File: config.mk
export PLATFORM = sky130hd
export DESIGN_NAME = accel_gforce_normalize_smooth_core
export DESIGN_NICKNAME = d
export VERILOG_FILES = /design/src/design/agns_pkg.sv /design/src/design/agns_ctrl.sv /design/src/design/agns_dp.sv /design/src/design/accel_gforce_normalize_smooth_core.sv
export SDC_FILE = /design/constraint.sdc
export NUM_CORES = 1
export LEC_CHECK = 0
export ABC_AREA = 1
export BUFFER_PORTS_ARGS = -buffer_cell sky130_fd_sc_hd__buf_2
export CAP_MARGIN = 40
export CORE_ASPECT_RATIO = 0.7
export CORE_MARGIN = 3
export CORE_UTILIZATION = 50
export DETAILED_ROUTE_END_ITERATION = 6
export GPL_TIMING_DRIVEN = 0
export PLACE_DENSITY = 0.73
export SETUP_SLACK_MARGIN = 0.2
export SYNTH_ARGS = -nofsm -noshare
export SYNTH_HDL_FRONTEND = slang
export SYNTH_SLANG_ARGS = --single-unit
File: constraint.sdc
create_clock -name clk -period 21.2 [get_ports clk]
set_clock_uncertainty 0.05 [all_clocks]
set_input_delay 2.12 -clock clk [delete_from_list [all_inputs] [get_ports clk]]
set_output_delay 2.12 -clock clk [all_outputs]
set_load 0.1 [all_outputs]
File: src/design/agns_pkg.sv
// ----------------------------------------------------------------------------
// agns_pkg
// Shared types and constants for the accelerometer g-force normalize and
// smoothing core: field widths, register indexes, divider sizing and the
// command bundle from the controller to the datapath.
// ----------------------------------------------------------------------------
package agns_pkg;

  localparam int RAW_W   = 8;
  localparam int G_W     = 16;
  localparam int ALPHA_W = 16;
  localparam int AXES    = 3;
  localparam int AXIS_W  = 2;

  // Q4.11: one g is 2**FRAC_W; numerator is mag * 2 * 2048 + one_g
  localparam int FRAC_W     = 11;
  localparam int NUM_W      = RAW_W + FRAC_W + 1;    // 20
  localparam int DIVISOR_W  = RAW_W + 1;             // 2 * one_g
  localparam int DIV_STEPS  = NUM_W;
  localparam int CNT_W      = 5;

  localparam int DIFF_W     = G_W + 1;               // kept - instant
  localparam int PROD_W     = 2 * DIFF_W;
  localparam int ADJ_W      = PROD_W - ALPHA_W;

  localparam int CFG_IDX_W  = 3;
  localparam int CFG_DATA_W = 16;

  localparam logic [CFG_IDX_W-1:0] REG_ZERO_X        = 3'd0;
  localparam logic [CFG_IDX_W-1:0] REG_ZERO_Y        = 3'd1;
  localparam logic [CFG_IDX_W-1:0] REG_ZERO_Z        = 3'd2;
  localparam logic [CFG_IDX_W-1:0] REG_ONE_G_X       = 3'd3;
  localparam logic [CFG_IDX_W-1:0] REG_ONE_G_Y       = 3'd4;
  localparam logic [CFG_IDX_W-1:0] REG_ONE_G_Z       = 3'd5;
  localparam logic [CFG_IDX_W-1:0] REG_SMOOTH_ALPHA  = 3'd6;
  localparam logic [CFG_IDX_W-1:0] REG_SMOOTH_ENABLE = 3'd7;

  localparam logic [RAW_W-1:0]   ZERO_RESET   = 8'd128;
  localparam logic [RAW_W-1:0]   ONE_G_RESET  = 8'd26;
  localparam logic [ALPHA_W-1:0] ALPHA_RESET  = 16'd58982;

  localparam logic [AXIS_W-1:0] AXIS_X = 2'd0;
  localparam logic [AXIS_W-1:0] AXIS_Y = 2'd1;
  localparam logic [AXIS_W-1:0] AXIS_Z = 2'd2;

  localparam logic signed [G_W-1:0] G_MAX = 16'sh7FFF;
  localparam logic signed [G_W-1:0] G_MIN = 16'sh8000;

  typedef struct packed {
    logic [AXES-1:0][RAW_W-1:0] zero;
    logic [AXES-1:0][RAW_W-1:0] one_g;
    logic [ALPHA_W-1:0]         alpha;
    logic                       enable;
  } cfg_t;

  typedef struct packed {
    logic              capture;  // latch the raw sample
    logic              load;     // set up the divider for the current axis
    logic              step;     // one restoring-division step
    logic              sat;      // sign, clamp and store the instant value
    logic              mul;      // alpha * (kept - instant)
    logic              upd;      // write the new kept value
    logic [AXIS_W-1:0] axis;
  } dp_cmd_t;

endpackage

File: src/design/agns_ctrl.sv
// ----------------------------------------------------------------------------
// agns_ctrl
// Sequencer: walks the three axes through load, divide, clamp, multiply and
// update, then hands the finished result to the output register.
// ----------------------------------------------------------------------------
module agns_ctrl (
  input  logic                clk,
  input  logic                rst_n,
  input  logic                in_valid,
  output logic                in_ready,
  input  logic                out_free,
  output logic                out_load,
  output agns_pkg::dp_cmd_t   cmd
);

  localparam logic [2:0] ST_IDLE = 3'd0;
  localparam logic [2:0] ST_LOAD = 3'd1;
  localparam logic [2:0] ST_DIV  = 3'd2;
  localparam logic [2:0] ST_SAT  = 3'd3;
  localparam logic [2:0] ST_MUL  = 3'd4;
  localparam logic [2:0] ST_UPD  = 3'd5;
  localparam logic [2:0] ST_DONE = 3'd6;

  logic [2:0]                    state_r, state_nxt;
  logic [agns_pkg::CNT_W-1:0]    cnt_r, cnt_nxt;
  logic [agns_pkg::AXIS_W-1:0]   axis_r, axis_nxt;

  always_comb begin
    state_nxt   = state_r;
    cnt_nxt     = cnt_r;
    axis_nxt    = axis_r;
    in_ready    = 1'b0;
    out_load    = 1'b0;
    cmd         = '0;
    cmd.axis    = axis_r;
    unique case (state_r)
      ST_IDLE: begin
        in_ready = 1'b1;
        if (in_valid) begin
          cmd.capture = 1'b1;
          axis_nxt    = agns_pkg::AXIS_X;
          state_nxt   = ST_LOAD;
        end
      end
      ST_LOAD: begin
        cmd.load  = 1'b1;
        cnt_nxt   = '0;
        state_nxt = ST_DIV;
      end
      ST_DIV: begin
        cmd.step = 1'b1;
        cnt_nxt  = cnt_r + 1'b1;
        if (cnt_r == agns_pkg::CNT_W'(agns_pkg::DIV_STEPS - 1)) begin
          state_nxt = ST_SAT;
        end
      end
      ST_SAT: begin
        cmd.sat   = 1'b1;
        state_nxt = ST_MUL;
      end
      ST_MUL: begin
        cmd.mul   = 1'b1;
        state_nxt = ST_UPD;
      end
      ST_UPD: begin
        cmd.upd = 1'b1;
        if (axis_r == agns_pkg::AXIS_Z) begin
          state_nxt = ST_DONE;
        end else begin
          axis_nxt  = axis_r + 1'b1;
          state_nxt = ST_LOAD;
        end
      end
      ST_DONE: begin
        // hold until the output register can take the result
        if (out_free) begin
          out_load  = 1'b1;
          state_nxt = ST_IDLE;
        end
      end
      default: begin
        state_nxt = ST_IDLE;
      end
    endcase
  end

  always_ff @(posedge clk) begin
    if (!rst_n) begin
      state_r <= ST_IDLE;
      cnt_r   <= '0;
      axis_r  <= '0;
    end else begin
      state_r <= state_nxt;
      cnt_r   <= cnt_nxt;
      axis_r  <= axis_nxt;
    end
  end

endmodule

File: src/design/agns_dp.sv
// ----------------------------------------------------------------------------
// agns_dp
// Datapath: per-axis offset removal, a shared bit-serial divider, clamping,
// and the smoothing multiply-accumulate on the kept vector.
// ----------------------------------------------------------------------------
module agns_dp (
  input  logic                                        clk,
  input  logic                                        rst_n,
  input  agns_pkg::dp_cmd_t                           cmd,
  input  agns_pkg::cfg_t                              cfg,
  input  logic [agns_pkg::RAW_W-1:0]                  in_raw_x,
  input  logic [agns_pkg::RAW_W-1:0]                  in_raw_y,
  input  logic [agns_pkg::RAW_W-1:0]                  in_raw_z,
  output logic signed [agns_pkg::G_W-1:0]             inst_g [agns_pkg::AXES],
  output logic signed [agns_pkg::G_W-1:0]             kept_g [agns_pkg::AXES]
);

  logic [agns_pkg::RAW_W-1:0]         raw_r [agns_pkg::AXES];
  logic signed [agns_pkg::G_W-1:0]    inst_r [agns_pkg::AXES];
  logic signed [agns_pkg::G_W-1:0]    kept_r [agns_pkg::AXES];

  logic [agns_pkg::NUM_W-1:0]         num_r;
  logic [agns_pkg::NUM_W-1:0]         quo_r;
  logic [agns_pkg::DIVISOR_W-1:0]     rem_r;
  logic [agns_pkg::DIVISOR_W-1:0]     dvs_r;
  logic                               neg_r;
  logic                               zdiv_r;
  logic                               zdiff_r;
  logic signed [agns_pkg::PROD_W-1:0] prod_r;

  logic [agns_pkg::RAW_W-1:0]         raw_sel, zero_sel, oneg_sel;
  logic [agns_pkg::RAW_W:0]           diff;
  logic [agns_pkg::RAW_W:0]           diff_abs;
  logic [agns_pkg::RAW_W-1:0]         mag;
  logic [agns_pkg::DIVISOR_W:0]       trial;
  logic                               qbit;
  logic signed [agns_pkg::G_W-1:0]    inst_new;
  logic signed [agns_pkg::G_W-1:0]    inst_sel, kept_sel;
  logic signed [agns_pkg::DIFF_W-1:0] delta;
  logic signed [agns_pkg::PROD_W-1:0] prod_rnd;
  logic signed [agns_pkg::ADJ_W-1:0]  adj;
  logic signed [agns_pkg::ADJ_W-1:0]  kept_new;

  always_comb begin
    unique case (cmd.axis)
      agns_pkg::AXIS_Y: begin
        raw_sel  = raw_r[1];
        zero_sel = cfg.zero[1];
        oneg_sel = cfg.one_g[1];
        inst_sel = inst_r[1];
        kept_sel = kept_r[1];
      end
      agns_pkg::AXIS_Z: begin
        raw_sel  = raw_r[2];
        zero_sel = cfg.zero[2];
        oneg_sel = cfg.one_g[2];
        inst_sel = inst_r[2];
        kept_sel = kept_r[2];
      end
      default: begin
        raw_sel  = raw_r[0];
        zero_sel = cfg.zero[0];
        oneg_sel = cfg.one_g[0];
        inst_sel = inst_r[0];
        kept_sel = kept_r[0];
      end
    endcase
  end

  assign diff     = {1'b0, raw_sel} - {1'b0, zero_sel};
  assign diff_abs = diff[agns_pkg::RAW_W] ? (~diff + 1'b1) : diff;
  assign mag      = diff_abs[agns_pkg::RAW_W-1:0];

  // restoring division step: bring down the next numerator bit
  assign trial = {rem_r, num_r[agns_pkg::NUM_W-1]};
  assign qbit  = (trial >= {1'b0, dvs_r});

  always_comb begin
    if (zdiv_r) begin
      if (zdiff_r) begin
        inst_new = '0;
      end else begin
        inst_new = neg_r ? agns_pkg::G_MIN : agns_pkg::G_MAX;
      end
    end else if (neg_r) begin
      if (quo_r > agns_pkg::NUM_W'(32768)) begin
        inst_new = agns_pkg::G_MIN;
      end else begin
        inst_new = agns_pkg::G_W'(~quo_r + 1'b1);
      end
    end else begin
      if (quo_r > agns_pkg::NUM_W'(32767)) begin
        inst_new = agns_pkg::G_MAX;
      end else begin
        inst_new = quo_r[agns_pkg::G_W-1:0];
      end
    end
  end

  assign delta    = agns_pkg::DIFF_W'(kept_sel) - agns_pkg::DIFF_W'(inst_sel);
  assign prod_rnd = prod_r + agns_pkg::PROD_W'(32768);
  assign adj      = agns_pkg::ADJ_W'(prod_rnd >>> agns_pkg::ALPHA_W);
  assign kept_new = agns_pkg::ADJ_W'(inst_sel) + adj;

  always_ff @(posedge clk) begin
    if (cmd.capture) begin
      raw_r[0] <= in_raw_x;
      raw_r[1] <= in_raw_y;
      raw_r[2] <= in_raw_z;
    end
    if (cmd.load) begin
      num_r   <= {mag, 4'b0000, oneg_sel};
      quo_r   <= '0;
      rem_r   <= '0;
      dvs_r   <= {oneg_sel, 1'b0};
      neg_r   <= diff[agns_pkg::RAW_W];
      zdiv_r  <= (oneg_sel == '0);
      zdiff_r <= (mag == '0);
    end
    if (cmd.step) begin
      num_r <= {num_r[agns_pkg::NUM_W-2:0], 1'b0};
      quo_r <= {quo_r[agns_pkg::NUM_W-2:0], qbit};
      rem_r <= qbit ? agns_pkg::DIVISOR_W'(trial - {1'b0, dvs_r})
                    : trial[agns_pkg::DIVISOR_W-1:0];
    end
    if (cmd.sat) begin
      inst_r[cmd.axis] <= inst_new;
    end
    if (cmd.mul) begin
      prod_r <= $signed({1'b0, cfg.alpha}) * delta;
    end
  end

  always_ff @(posedge clk) begin
    if (!rst_n) begin
      kept_r[0] <= '0;
      kept_r[1] <= '0;
      kept_r[2] <= '0;
    end else if (cmd.upd) begin
      kept_r[cmd.axis] <= cfg.enable ? kept_new[agns_pkg::G_W-1:0] : inst_sel;
    end
  end

  assign inst_g = inst_r;
  assign kept_g = kept_r;

endmodule

File: src/design/accel_gforce_normalize_smooth_core.sv
// ----------------------------------------------------------------------------
// accel_gforce_normalize_smooth_core
// Raw three-axis accelerometer counts to instant and smoothed g-force, Q4.11.
//
// Input channel in_*: one request carries raw_x/y/z. Output channel out_*:
// one request carries the instant vector and the smoothed vector after it.
// Both use valid/ready. Calibration registers are written through cfg_we,
// cfg_index and cfg_wdata while the core is idle, which the user must ensure;
// the core does not enforce it. They take effect at once. Each axis runs
// through one shared 20-step bit-serial divider plus load, clamp, multiply
// and update states. A new request is taken only once the previous sample
// has been handed to the output register.
// The result sits in an output register; while the receiver stalls, the core
// still accepts and computes the next sample and then holds it until the
// output register frees up.
// Reset (rst_n low, synchronous) restores the calibration defaults, clears
// the smoothed vector to zero and empties the output register.
// ----------------------------------------------------------------------------
module accel_gforce_normalize_smooth_core (
  input  logic                                      clk,
  input  logic                                      rst_n,
  input  logic                                      in_valid,
  output logic                                      in_ready,
  input  logic [agns_pkg::RAW_W-1:0]                in_raw_x,
  input  logic [agns_pkg::RAW_W-1:0]                in_raw_y,
  input  logic [agns_pkg::RAW_W-1:0]                in_raw_z,
  output logic                                      out_valid,
  input  logic                                      out_ready,
  output logic signed [agns_pkg::G_W-1:0]           out_inst_gx,
  output logic signed [agns_pkg::G_W-1:0]           out_inst_gy,
  output logic signed [agns_pkg::G_W-1:0]           out_inst_gz,
  output logic signed [agns_pkg::G_W-1:0]           out_filt_gx,
  output logic signed [agns_pkg::G_W-1:0]           out_filt_gy,
  output logic signed [agns_pkg::G_W-1:0]           out_filt_gz,
  input  logic                                      cfg_we,
  input  logic [agns_pkg::CFG_IDX_W-1:0]            cfg_index,
  input  logic [agns_pkg::CFG_DATA_W-1:0]           cfg_wdata
);

  agns_pkg::cfg_t                  cfg_r;
  agns_pkg::dp_cmd_t               cmd;
  logic                            out_valid_r;
  logic                            out_load;
  logic signed [agns_pkg::G_W-1:0] inst_g [agns_pkg::AXES];
  logic signed [agns_pkg::G_W-1:0] kept_g [agns_pkg::AXES];
  logic signed [agns_pkg::G_W-1:0] inst_x_r, inst_y_r, inst_z_r;
  logic signed [agns_pkg::G_W-1:0] filt_x_r, filt_y_r, filt_z_r;

  always_ff @(posedge clk) begin
    if (!rst_n) begin
      cfg_r.zero   <= {agns_pkg::AXES{agns_pkg::ZERO_RESET}};
      cfg_r.one_g  <= {agns_pkg::AXES{agns_pkg::ONE_G_RESET}};
      cfg_r.alpha  <= agns_pkg::ALPHA_RESET;
      cfg_r.enable <= 1'b1;
    end else if (cfg_we) begin
      unique case (cfg_index)
        agns_pkg::REG_ZERO_X:  cfg_r.zero[0]  <= cfg_wdata[agns_pkg::RAW_W-1:0];
        agns_pkg::REG_ZERO_Y:  cfg_r.zero[1]  <= cfg_wdata[agns_pkg::RAW_W-1:0];
        agns_pkg::REG_ZERO_Z:  cfg_r.zero[2]  <= cfg_wdata[agns_pkg::RAW_W-1:0];
        agns_pkg::REG_ONE_G_X: cfg_r.one_g[0] <= cfg_wdata[agns_pkg::RAW_W-1:0];
        agns_pkg::REG_ONE_G_Y: cfg_r.one_g[1] <= cfg_wdata[agns_pkg::RAW_W-1:0];
        agns_pkg::REG_ONE_G_Z: cfg_r.one_g[2] <= cfg_wdata[agns_pkg::RAW_W-1:0];
        agns_pkg::REG_SMOOTH_ALPHA:
          cfg_r.alpha <= cfg_wdata[agns_pkg::ALPHA_W-1:0];
        agns_pkg::REG_SMOOTH_ENABLE:
          cfg_r.enable <= cfg_wdata[0];
        default: begin
        end
      endcase
    end
  end

  agns_ctrl u_ctrl (
    .clk      (clk),
    .rst_n    (rst_n),
    .in_valid (in_valid),
    .in_ready (in_ready),
    .out_free (!out_valid_r || out_ready),
    .out_load (out_load),
    .cmd      (cmd)
  );

  agns_dp u_dp (
    .clk      (clk),
    .rst_n    (rst_n),
    .cmd      (cmd),
    .cfg      (cfg_r),
    .in_raw_x (in_raw_x),
    .in_raw_y (in_raw_y),
    .in_raw_z (in_raw_z),
    .inst_g   (inst_g),
    .kept_g   (kept_g)
  );

  always_ff @(posedge clk) begin
    if (!rst_n) begin
      out_valid_r <= 1'b0;
    end else if (out_load) begin
      out_valid_r <= 1'b1;
    end else if (out_ready) begin
      out_valid_r <= 1'b0;
    end
  end

  always_ff @(posedge clk) begin
    if (out_load) begin
      inst_x_r <= inst_g[0];
      inst_y_r <= inst_g[1];
      inst_z_r <= inst_g[2];
      filt_x_r <= kept_g[0];
      filt_y_r <= kept_g[1];
      filt_z_r <= kept_g[2];
    end
  end

  assign out_valid   = out_valid_r;
  assign out_inst_gx = inst_x_r;
  assign out_inst_gy = inst_y_r;
  assign out_inst_gz = inst_z_r;
  assign out_filt_gx = filt_x_r;
  assign out_filt_gy = filt_y_r;
  assign out_filt_gz = filt_z_r;

endmodule

### After elaboration in Yosys (flattened, before gate mapping)

Memories as Yosys holds them, arrays and structs flattened.
Index checks and enable logic that the tools add are counted.

* RAM bits: 24
* logic and storage cells: 140
* bits in registers: 360
* output and inout bits: 98
* bits of input ports: 48
* memories kept: 1

Memory list
* u_dp.raw_r: depth 3, bits a word 8, rd ports 3, clocked after memory_dff 0, write ports 3, line agns_dp.sv:18 `logic [agns_pkg::RAW_W-1:0] raw_r [agns_pkg::AXES];`

* multiply operators: 1
* $lt $le $gt $ge: 5
* equality and inequality tests: 20
* add/sub/neg operators: 9
* multiplexer cells: 47
* reductions and logical operators: 21
* bitwise logic cells: 3

Operators with widths (number)
* 16-bit 2-to-1 mux: 8
* 48-bit bitwise mux: 2
* 20-bit 2-to-1 mux: 4
* 16-bit case mux with 2 select lines: 2
* 8-bit case mux with 2 select lines: 3
* 32-bit by 17-bit adder with 32-bit output, second input constant: 1
* 16-bit demux with 2-bit select: 1
* 17-bit by 17-bit multiplier with 32-bit output: 1
* 9-bit 2-to-1 mux: 3
* 3-bit == test, second input constant: 7
* 3-bit case mux with 7 select lines: 1
* 20-bit by 15-bit greater-than comparator with 1-bit output, second input constant: 1
* 20-bit by 16-bit greater-than comparator with 1-bit output, second input constant: 1
* 16-bit by 16-bit subtractor with 17-bit output: 1
* 16-bit by 1-bit adder with 16-bit output, second input constant: 1
* 16-bit adder: 1
* 8-bit logical NOT: 2
* 16-bit inverter: 1
* 2-bit AND reduction: 8
* 1-bit 2-to-1 mux: 14
* 3-bit by 2-bit == test with 1-bit output, second input constant: 4
* 3-bit 2-to-1 mux: 4
* 10-bit by 9-bit greater-or-equal comparator with 1-bit output: 1
* 5-bit case mux with 2 select lines: 1
* other kinds (24): 33

### Logic depth before layout (Yosys ltp)

Gate-level depths: netlist (run 1).

* depth after elaboration: 8
* mapped depth: 44
* gate-level depth less buffers: 42

### Hierarchy

A second synthesis (run 1) with hierarchy kept.

* cell total of the unflattened synthesis: 3137
* area, all modules: 27092.2 µm²

Modules (own cells, without submodules)
* agns_dp: cells an instance 2589, instances 1, area an instance 20998.9 µm²
* accel_gforce_normalize_smooth_core: cells an instance 461, instances 1, area an instance 5495.3 µm²
* agns_ctrl: cells an instance 87, instances 1, area an instance 598.1 µm²

### Worst setup path after synthesis (run 1)

No wires, ideal clock.

* path kind: in2reg
* start: input out_ready
* end: register filt_x_r, in the netlist out_filt_gx[0], enable pin
* library setup time: 787 ps
* path slack: 9140 ps
* stages on the path: 2
* arrival time: 11223 ps
* buffers on the path: 0
* required time: 20363 ps
* cells stage by stage: nor2_1 nor4_1

* longest elaborated chain between the ends: 3

Ends and longest elaborated chain
* start, declared: line accel_gforce_normalize_smooth_core.sv:28 `input logic out_ready,`
* 1-bit logical OR: line accel_gforce_normalize_smooth_core.sv:78 `.out_free (!out_valid_r || out_ready),`
* 1-bit 2-to-1 mux: line agns_ctrl.sv:76 `if (out_free) begin`
* 1-bit 2-to-1 mux: line agns_ctrl.sv:36 `unique case (state_r)`
* via out_load: line accel_gforce_normalize_smooth_core.sv:43 `logic out_load;`
* end signal, assigned: line accel_gforce_normalize_smooth_core.sv:110 `filt_x_r <= kept_g[0];`
* end, declared: line accel_gforce_normalize_smooth_core.sv:47 `logic signed [agns_pkg::G_W-1:0] filt_x_r, filt_y_r, filt_z_r;`

The timed path passes the listed nets, and every way through them passes these cells.
A chain may end at the register's enable or synchronous reset.

### Worst setup path after layout (run 1)

* start: register u_ctrl.axis_r[0] (netlist bit)
* end: register u_dp.prod_r[28] (netlist bit), data pin

* longest elaborated chain between the ends: 4
* elaborated cells on any way between the ends: 6
* classes of those cells: add/sub (1); mul (1); eq/ne (2); mux (2)

Ends and longest elaborated chain
* start, declared: line agns_ctrl.sv:26 `logic [agns_pkg::AXIS_W-1:0] axis_r, axis_nxt;`
* start signal, assigned: line agns_ctrl.sv:95 `axis_r <= axis_nxt;`
* 2-bit == test or 2-bit by 1-bit == test with 1-bit output (tied branches): line agns_dp.sv:45 `unique case (cmd.axis)`
* 16-bit case mux with 2 select lines: line agns_dp.sv:45
* 16-bit by 16-bit subtractor with 17-bit output (*): line agns_dp.sv:100 `assign delta = agns_pkg::DIFF_W'(kept_sel) - agns_pkg::DIFF_W'(inst_sel);`
* 17-bit by 17-bit multiplier with 32-bit output (*): line agns_dp.sv:130 `prod_r <= $signed({1'b0, cfg.alpha}) * delta;`
* end signal, assigned: line agns_dp.sv:130
* end, declared: line agns_dp.sv:29 `logic signed [agns_pkg::PROD_W-1:0] prod_r;`

Mark *: on every way between the ends. The rest lies on a longest branch, timed or not.

==> results.sh, run 1 <==
export IMPL_vias=21583
export IMPL_grt_max_degree=30
export IMPL_rr_startpoint="u_ctrl.axis_r[0]$_SDFFE_PN0P_"
export IMPL_start_util_pct=50.7
export IMPL_core_um2=52400
export IMPL_crit_top_cell="fa_1"
export IMPL_yosysUniqueCellTypes=61
export IMPL_hold_violations=0
export IMPL_critPathRequiredTime_ns=21.47
export IMPL_holdPathStages=0
export IMPL_cp_endpoint="u_dp.prod_r[28]$_DFFE_PP_"
export IMPL_dp_slack_ns=10.75
export IMPL_die_x_um=282
export IMPL_drive_gt1_share_pct=9.23
export IMPL_synthFlopType="edfxtp_1"
export IMPL_crit_start="u_ctrl.axis_r[0]$_SDFFE_PN0P_"
export IMPL_grt_setup_unrepaired="no"
export IMPL_ant_nets=0
export IMPL_avgSynthCellArea_um2=8.79
export IMPL_postCtsSetupRepairBufs=0
export IMPL_ctsHtreeMaxLevel=2
export IMPL_cts_resized=0
export IMPL_fmax_ghz=0.0932
export IMPL_synth_xor_area_share_pct=1.87
export IMPL_slowest_delay_ns=0.77
export IMPL_status="finished, final reports clean"
export IMPL_drcViolationCount=0
export IMPL_hold_buffers=0
export IMPL_max_slew_margin_pct=38.2
export IMPL_layout_nets=3655
export IMPL_grt_overflow=0
export IMPL_drv_cap=0
export IMPL_die_area_um2=56000
export IMPL_synth_adder_area_share_pct=23.7
export IMPL_criticalPathCategory="reg -> reg"
export IMPL_synth_compound_area_share_pct=10.7
export IMPL_setup_violations=0
export IMPL_synth_top_family_by_area="adder cells"
export IMPL_dieHeight_um=199
export IMPL_path_max_fanout=10
export IMPL_cts_buffers=40
export IMPL_grt_pass1_vias=20508
export IMPL_reg2reg_to="u_dp.prod_r[28]$_DFFE_PP_"
export IMPL_std_cell_rows=70
export IMPL_synth_edff_count=244
export IMPL_layout_common_cells="inv_1, nand2_1, nor2_1"
export IMPL_synthCells=3024
export IMPL_min_delay_start="u_dp.kept_g[26]$_SDFFE_PN0P_"
export IMPL_drtIter0Drc=2521
export IMPL_gp_congestion=0.975
export IMPL_port_buffers=144
export IMPL_seq_area_um2=9830
export IMPL_synth_area_um2=26600
export IMPL_root_buffer="clkbuf_16"
export IMPL_fillers=4638
export IMPL_multi_input_area_um2=14000
export IMPL_end_kind="flop"
export IMPL_antenna_found_initial=0
export IMPL_drv_slew=0
export IMPL_critical_path_slowest_cell="a2111oi_0"
export IMPL_diodes=0
export IMPL_ioPinCount=146
export IMPL_grt_usage_pct=26.8
export IMPL_cts_sinks=369
export IMPL_synth_seq_cells=369
export IMPL_viasPerCell=5.47
export IMPL_mostFrequentLayoutCell="inv_1"
export IMPL_avgRoutedWirePerCell_um=18.7
export IMPL_tritoncts="built"
export IMPL_period_needed_ns=10.73
export IMPL_dp_hpwl_mm=59.1
export IMPL_synth_mux_area_share_pct=0
export IMPL_hp_class="reg -> reg"
export IMPL_finalSetupTns_ns=0
export IMPL_wl_mm=73.9
export IMPL_synthArstFlopShare_pct=0
export IMPL_worst_slack_ns=10.47
export IMPL_synth_nets=3449
export IMPL_seq_area_frac_synth_pct=37.0
export IMPL_tightest_slew_ns=0.927
export IMPL_path_clk_slew_ns=0.06
export IMPL_synthSimpleGateAreaFrac_pct=16.4
export IMPL_ys_warn_count=0
export IMPL_arrival_ns=11.00
export IMPL_clkLatencyLatePin_ns=0.57
export IMPL_clockBufferDepth=3
export IMPL_r2r_setup_slack_ns=10.47
export IMPL_period_share_pct=50.6
export IMPL_start_kind="flop"
export IMPL_grt_pass1_wl_mm=116
export IMPL_dr_pass1_iters=6
export IMPL_worst_r2r_path_depth=32
export IMPL_syn2layout_area_growth_pct=11.8
## area by class of cell
cell class                      count  area share (%)
Sequential cell                   369            33.1
Buffer                             90            1.34
Inverter                          620            7.85
Multi-Input combinational cell   1945            47.3
Clock inverter                     18           0.691
Timing Repair Buffer              164            3.12
Clock buffer                       55            3.76
Tap cell                          684            2.88
## kinds of logic (layout without fill, tap and decap cells)
group / count (synthesis) / count (layout)
xor+xnor: 56 / 56
simple gates: 1044 / 1044
flops: 369 / 369
fa+ha+maj: 377 / 377
buf+inv: 710 / 947
compound gates: 468 / 468
## critical path: cells and delay by family (launching register included)
| kind | cells | cell delay [ns] |
|---|---|---|
| compound gates | 8 | 2.47 |
| fa+ha+maj | 9 | 4.28 |
| buf+inv | 8 | 1.86 |
| flops | 1 | 0.33 |
| simple gates | 7 | 1.42 |
## registers in the layout (all words and copies together), names as in the netlist, 2 cells and up
| register | count |
|---|---|
| cfg_r | 65 |
| u_dp.inst_g | 48 |
| u_dp.kept_g | 48 |
| u_dp.raw_r | 24 |
| u_dp.num_r | 20 |
| u_dp.quo_r | 20 |
| u_dp.prod_r | 17 |
| out_filt_gx | 16 |
| out_filt_gy | 16 |
| out_filt_gz | 16 |
| out_inst_gx | 16 |
| out_inst_gy | 16 |
| out_inst_gz | 16 |
| u_dp.rem_r | 9 |
| u_dp.dvs_r | 8 |
| u_ctrl.cnt_r | 5 |
| u_ctrl.state_r | 3 |
| u_ctrl.axis_r | 2 |
## per-layer routing
| layer | share of wire (%) | GRT usage (%) | vias to the layer above |
|---|---|---|---|
| met3 | 13 | 7.59 | 122 |
| met1 | 45 | 41.0 | 10250 |
| li1 | - | - | 10104 |
| met2 | 40 | 37.4 | 1107 |
| met5 | 0 | 0 | - |
| met4 | 2.3 | 6.13 | 0 |
## metrics by stage
step | instances | cell area [um2] | hold WS [ns] | utilization, %
6_report | 3945 | 29700 | 0.379 | 56.7
5_1_grt | 3945 | 29700 | 0.388 | 56.7
4_1_cts | 3945 | 29700 | 0.379 | 56.7
3_5_place_dp | 3872 | 28400 | 0.365 | 54.2
3_3_place_gp | 3852 | 28100 | 0.362 | 53.7
2_1_floorplan | 3024 | 26600 | 0.358 | -
## synthesized netlist by cell type, drive strengths merged, types with 17 or more instances
cell,instances,area [um2]
edfxtp,244,7330
ha,165,2060
o211ai,17,128
dfxtp,125,2500
fa,212,4240
inv,615,2310
o21a,17,128
xor2,45,402
or2,27,169
nand3,135,691
a21oi,132,664
nand2,537,2060
buf,22,140
nor2,290,1100
a221o,22,220
clkbuf,68,256
o21ai,189,957
a22o,18,158
nor3,26,151
## worst min-delay path by stage
| stage | to | slack (ns) |
|---|---|---|
| 2_1_floorplan | out_filt_gx[0]$_DFFE_PP_ | 0.36 |
| 3_3_place_gp | out_filt_gy[8]$_DFFE_PP_ | 0.36 |
| 3_5_place_dp | out_filt_gy[10]$_DFFE_PP_ | 0.37 |
| 4_1_cts | out_filt_gz[14]$_DFFE_PP_ | 0.38 |
| 5_1_grt | out_filt_gy[10]$_DFFE_PP_ | 0.39 |
| 6_report | out_filt_gy[10]$_DFFE_PP_ | 0.38 |
Power of run 1 is left out: the tool's default activity adds up to more than one toggle a clock period on the data nets, which glitch-free logic cannot reach.
==> run 2: changes to the inputs <==
--- a/config.mk
+++ b/config.mk
@@ -5,7 +5,7 @@
 export SDC_FILE = /design/constraint.sdc
 export NUM_CORES = 1
 export LEC_CHECK = 0
-export ABC_AREA = 1
+export ABC_AREA = 0
 export BUFFER_PORTS_ARGS = -buffer_cell sky130_fd_sc_hd__buf_2
 export CAP_MARGIN = 40
 export CORE_ASPECT_RATIO = 0.7
==> constraint.sdc (replaced) <==
create_clock -name clk -period 9.9 [get_ports clk]
set_clock_uncertainty 0.05 [all_clocks]
set_input_delay 0.99 -clock clk [delete_from_list [all_inputs] [get_ports clk]]
set_output_delay 0.99 -clock clk [all_outputs]
set_load 0.1 [all_outputs]
==> results.sh, run 2 <==
export IMPL_drtIter0Drc=2367
export IMPL_dp_cells=3376
export IMPL_start_kind="flop"
export IMPL_root_buffer="clkbuf_16"
export IMPL_path_clk_slew_ns=0.07
export IMPL_rr_startpoint="u_ctrl.axis_r[0]$_SDFFE_PN0P_"
export IMPL_largest_reg_flops=65
export IMPL_top_register="cfg_r"
export IMPL_drive_gt1_share_pct=14.1
export IMPL_std_cell_rows=68
export IMPL_status="finished, final reports clean"
export IMPL_clkLatencyLatePin_ns=0.56
export IMPL_grt_pass1_wl_mm=112
export IMPL_synthMostInstantiatedCell="nand2_1"
export IMPL_criticalPathCategory="reg -> reg"
export IMPL_reg2reg_to="u_dp.prod_r[31]$_DFFE_PP_"
export IMPL_end_kind="flop"
export IMPL_ctsHtreeMaxLevel=2
export IMPL_seq_area_frac_synth_pct=38.8
export IMPL_cts_sinks=369
export IMPL_grt_pass1_vias=19510
export IMPL_hold_buffers=0
export IMPL_layout_nets=3202
export IMPL_crit_top_cell="fa_1"
export IMPL_synth_area_um2=25300
export IMPL_grt_usage_pct=27.3
export IMPL_multi_input_area_um2=14400
export IMPL_ioPinCount=146
export IMPL_finalNonFillerCells=3473
export IMPL_slowest_delay_ns=0.56
export IMPL_syn2layout_area_growth_pct=16.1
export IMPL_synth_xor_area_share_pct=2.87
export IMPL_layout_common_cells="nand2_1, inv_1, edfxtp_1"
export IMPL_gp_congestion=0.964
export IMPL_drv_cap=0
export IMPL_fin_area_um2=29400
export IMPL_period_needed_ns=9.50
export IMPL_power_leakage_uw=0.0127
export IMPL_fillers=4086
export IMPL_holdPathStages=0
export IMPL_yosysTopAreaCell="edfxtp_1"
export IMPL_synth_nets=2980
export IMPL_synthArstFlopShare_pct=0
export IMPL_synthTopCellsByCount="nand2_1, inv_1, edfxtp_1, fa_1, ha_1"
export IMPL_viasPerCell=5.77
export IMPL_core_um2=49700
export IMPL_critical_path_slowest_cell="fa_1"
export IMPL_critPathRequiredTime_ns=10.14
export IMPL_grt_overflow=0
export IMPL_die_x_um=275
export IMPL_dieHeight_um=194
export IMPL_holdPathEnd="out_inst_gx[14]$_DFFE_PP_"
export IMPL_dr_pass1_iters=6
export IMPL_antenna_found_initial=8
export IMPL_dp_hpwl_mm=56.3
export IMPL_tritoncts="built"
export IMPL_setup_violations=0
export IMPL_tightest_slew_ns=0.944
export IMPL_ir_worst_vdd_uv=278
export IMPL_yosysUniqueCellTypes=65
export IMPL_powerDensity_nw_per_um2=234
export IMPL_synth_top_cell_area_share_pct=28.9
export IMPL_vias=20053
export IMPL_wl_mm=73.3
export IMPL_path_max_fanout=10
export IMPL_period_share_pct=95.9
export IMPL_ys_warn_count=0
export IMPL_synthCells=2555
export IMPL_synthSimpleGateAreaFrac_pct=14.9
export IMPL_clockBufferDepth=3
export IMPL_synth_edff_count=244
export IMPL_die_area_um2=53500
export IMPL_synth_seq_cells=369
export IMPL_mostFrequentLayoutCell="nand2_1"
export IMPL_synth_mux_area_share_pct=0.499
export IMPL_hold_violations=0
export IMPL_r2r_setup_slack_ns=0.40
export IMPL_fmax_ghz=0.105
export IMPL_avgRoutedWirePerCell_um=21.1
export IMPL_synthFlopType="edfxtp_1"
export IMPL_synth_compound_area_share_pct=11.4
export IMPL_hp_class="reg -> reg"
export IMPL_grt_max_degree=61
export IMPL_drcViolationCount=0
export IMPL_grt_setup_unrepaired="no"
export IMPL_min_delay_start="u_dp.inst_g[46]$_DFFE_PP_"
export IMPL_synth_top_family_by_area="adder cells"
export IMPL_avgSynthCellArea_um2=9.92
export IMPL_port_buffers=142
export IMPL_final_util_pct=59.2
export IMPL_cts_buffers=38
export IMPL_arrival_ns=9.74
export IMPL_ant_nets=0
export IMPL_max_slew_margin_pct=37.1
export IMPL_worst_r2r_path_depth=39
export IMPL_drv_slew=0
export IMPL_synthTopCellsByArea="edfxtp_1, fa_1, dfxtp_1"
export IMPL_place_area_um2=27100
export IMPL_synth_adder_area_share_pct=24.9
export IMPL_start_util_pct=51.0
export IMPL_seq_area_um2=9840
==> run 2: cell types whose count changed after synthesis, sizes merged, moves of 86 or more <==
cell | before | now
inv | 615 | 328
nand2 | 537 | 355
nor2 | 290 | 158
o21ai | 189 | 98
and2 | 1 | 90
nand3 | 135 | 49
==> run 2: stage by stage <==
step / hold WS [ns] / setup TNS, ns / power [uW] / worst slack (ns)
floorplan: 0.371 / 0 / 4010 / 0.206
global placement: 0.376 / -34.66 / 4950 / -2.72
detailed placement: 0.378 / -33.25 / 5060 / -2.66
CTS: 0.399 / 0 / 6720 / 0.214
global route: 0.414 / 0 / 7380 / 0.139
finish: 0.401 / 0 / 6890 / 0.404
==> run 2: what timing repair did <==
| action | CTS | global route |
|---|---|---|
| resized for setup | 155 | 86 |
| endpoints found under the setup margin | 17 | 12 |
| pin swaps | 21 | 49 |
| setup buffers | 8 | 19 |
==> run 2: cell type report <==
cell class                      instances  area share (%)
Antenna cell                            1         0.00850
Buffer                                116            2.66
Clock buffer                           53            3.59
Clock inverter                         17           0.672
Inverter                              328            4.19
Multi-Input combinational cell       1741            48.8
Sequential cell                       369            33.4
Tap cell                              665            2.83
Timing Repair Buffer                  183            3.79
==> run 2: cell families (layout without fill, tap and decap cells) <==
group | count (synthesis) | count (layout)
simple gates | 812 | 812
compound gates | 460 | 460
buf+inv | 445 | 697
fa+ha+maj | 378 | 378
flops | 369 | 369
xor+xnor | 80 | 80
mux | 11 | 11
other cells | 0 | 1
==> run 2: metal layers <==
layer / vias up / part of all wire (%) / track usage, %
met4: 12 / 2.2 / 5.92
met5: - / 0.11 / 0
met3: 139 / 13 / 8.52
li1: 9025 / - / -
met2: 1119 / 42 / 38.5
met1: 9758 / 43 / 41.0
==> run 2: worst max-delay path by stage <==
stage,from,endpoint,cells after the start
2_1_floorplan,u_ctrl.axis_r[1]$_SDFFE_PN0P_,u_dp.prod_r[31]$_DFFE_PP_,40
3_3_place_gp,u_ctrl.axis_r[1]$_SDFFE_PN0P_,u_dp.prod_r[31]$_DFFE_PP_,40
3_5_place_dp,u_ctrl.axis_r[1]$_SDFFE_PN0P_,u_dp.prod_r[31]$_DFFE_PP_,43
4_1_cts,u_ctrl.axis_r[1]$_SDFFE_PN0P_,u_dp.prod_r[31]$_DFFE_PP_,44
5_1_grt,u_ctrl.axis_r[0]$_SDFFE_PN0P_,u_dp.prod_r[31]$_DFFE_PP_,39
6_report,u_ctrl.axis_r[0]$_SDFFE_PN0P_,u_dp.prod_r[31]$_DFFE_PP_,39
==> run 2: report_power, final <==
group | switching (uW) | total (uW) | internal (uW)
Sequential | 38.2 | 1880 | 1840
Clock | 648 | 1490 | 837
Combinational | 2110 | 3520 | 1410
Total | 2800 | 6890 | 4080
==> run 2: worst max-delay path, delay by kind of cell, from the launching register on <==
family / cells / cell delay (ns)
AOI/OAI and AO/OA: 13 / 2.62
adders and majority gates: 9 / 3.86
DFF: 1 / 0.37
and+or+nand+nor: 6 / 0.85
buffers and inverters: 10 / 1.17
xor gates and xnor gates: 1 / 0.27
Power figures use the tool's default switching activity.
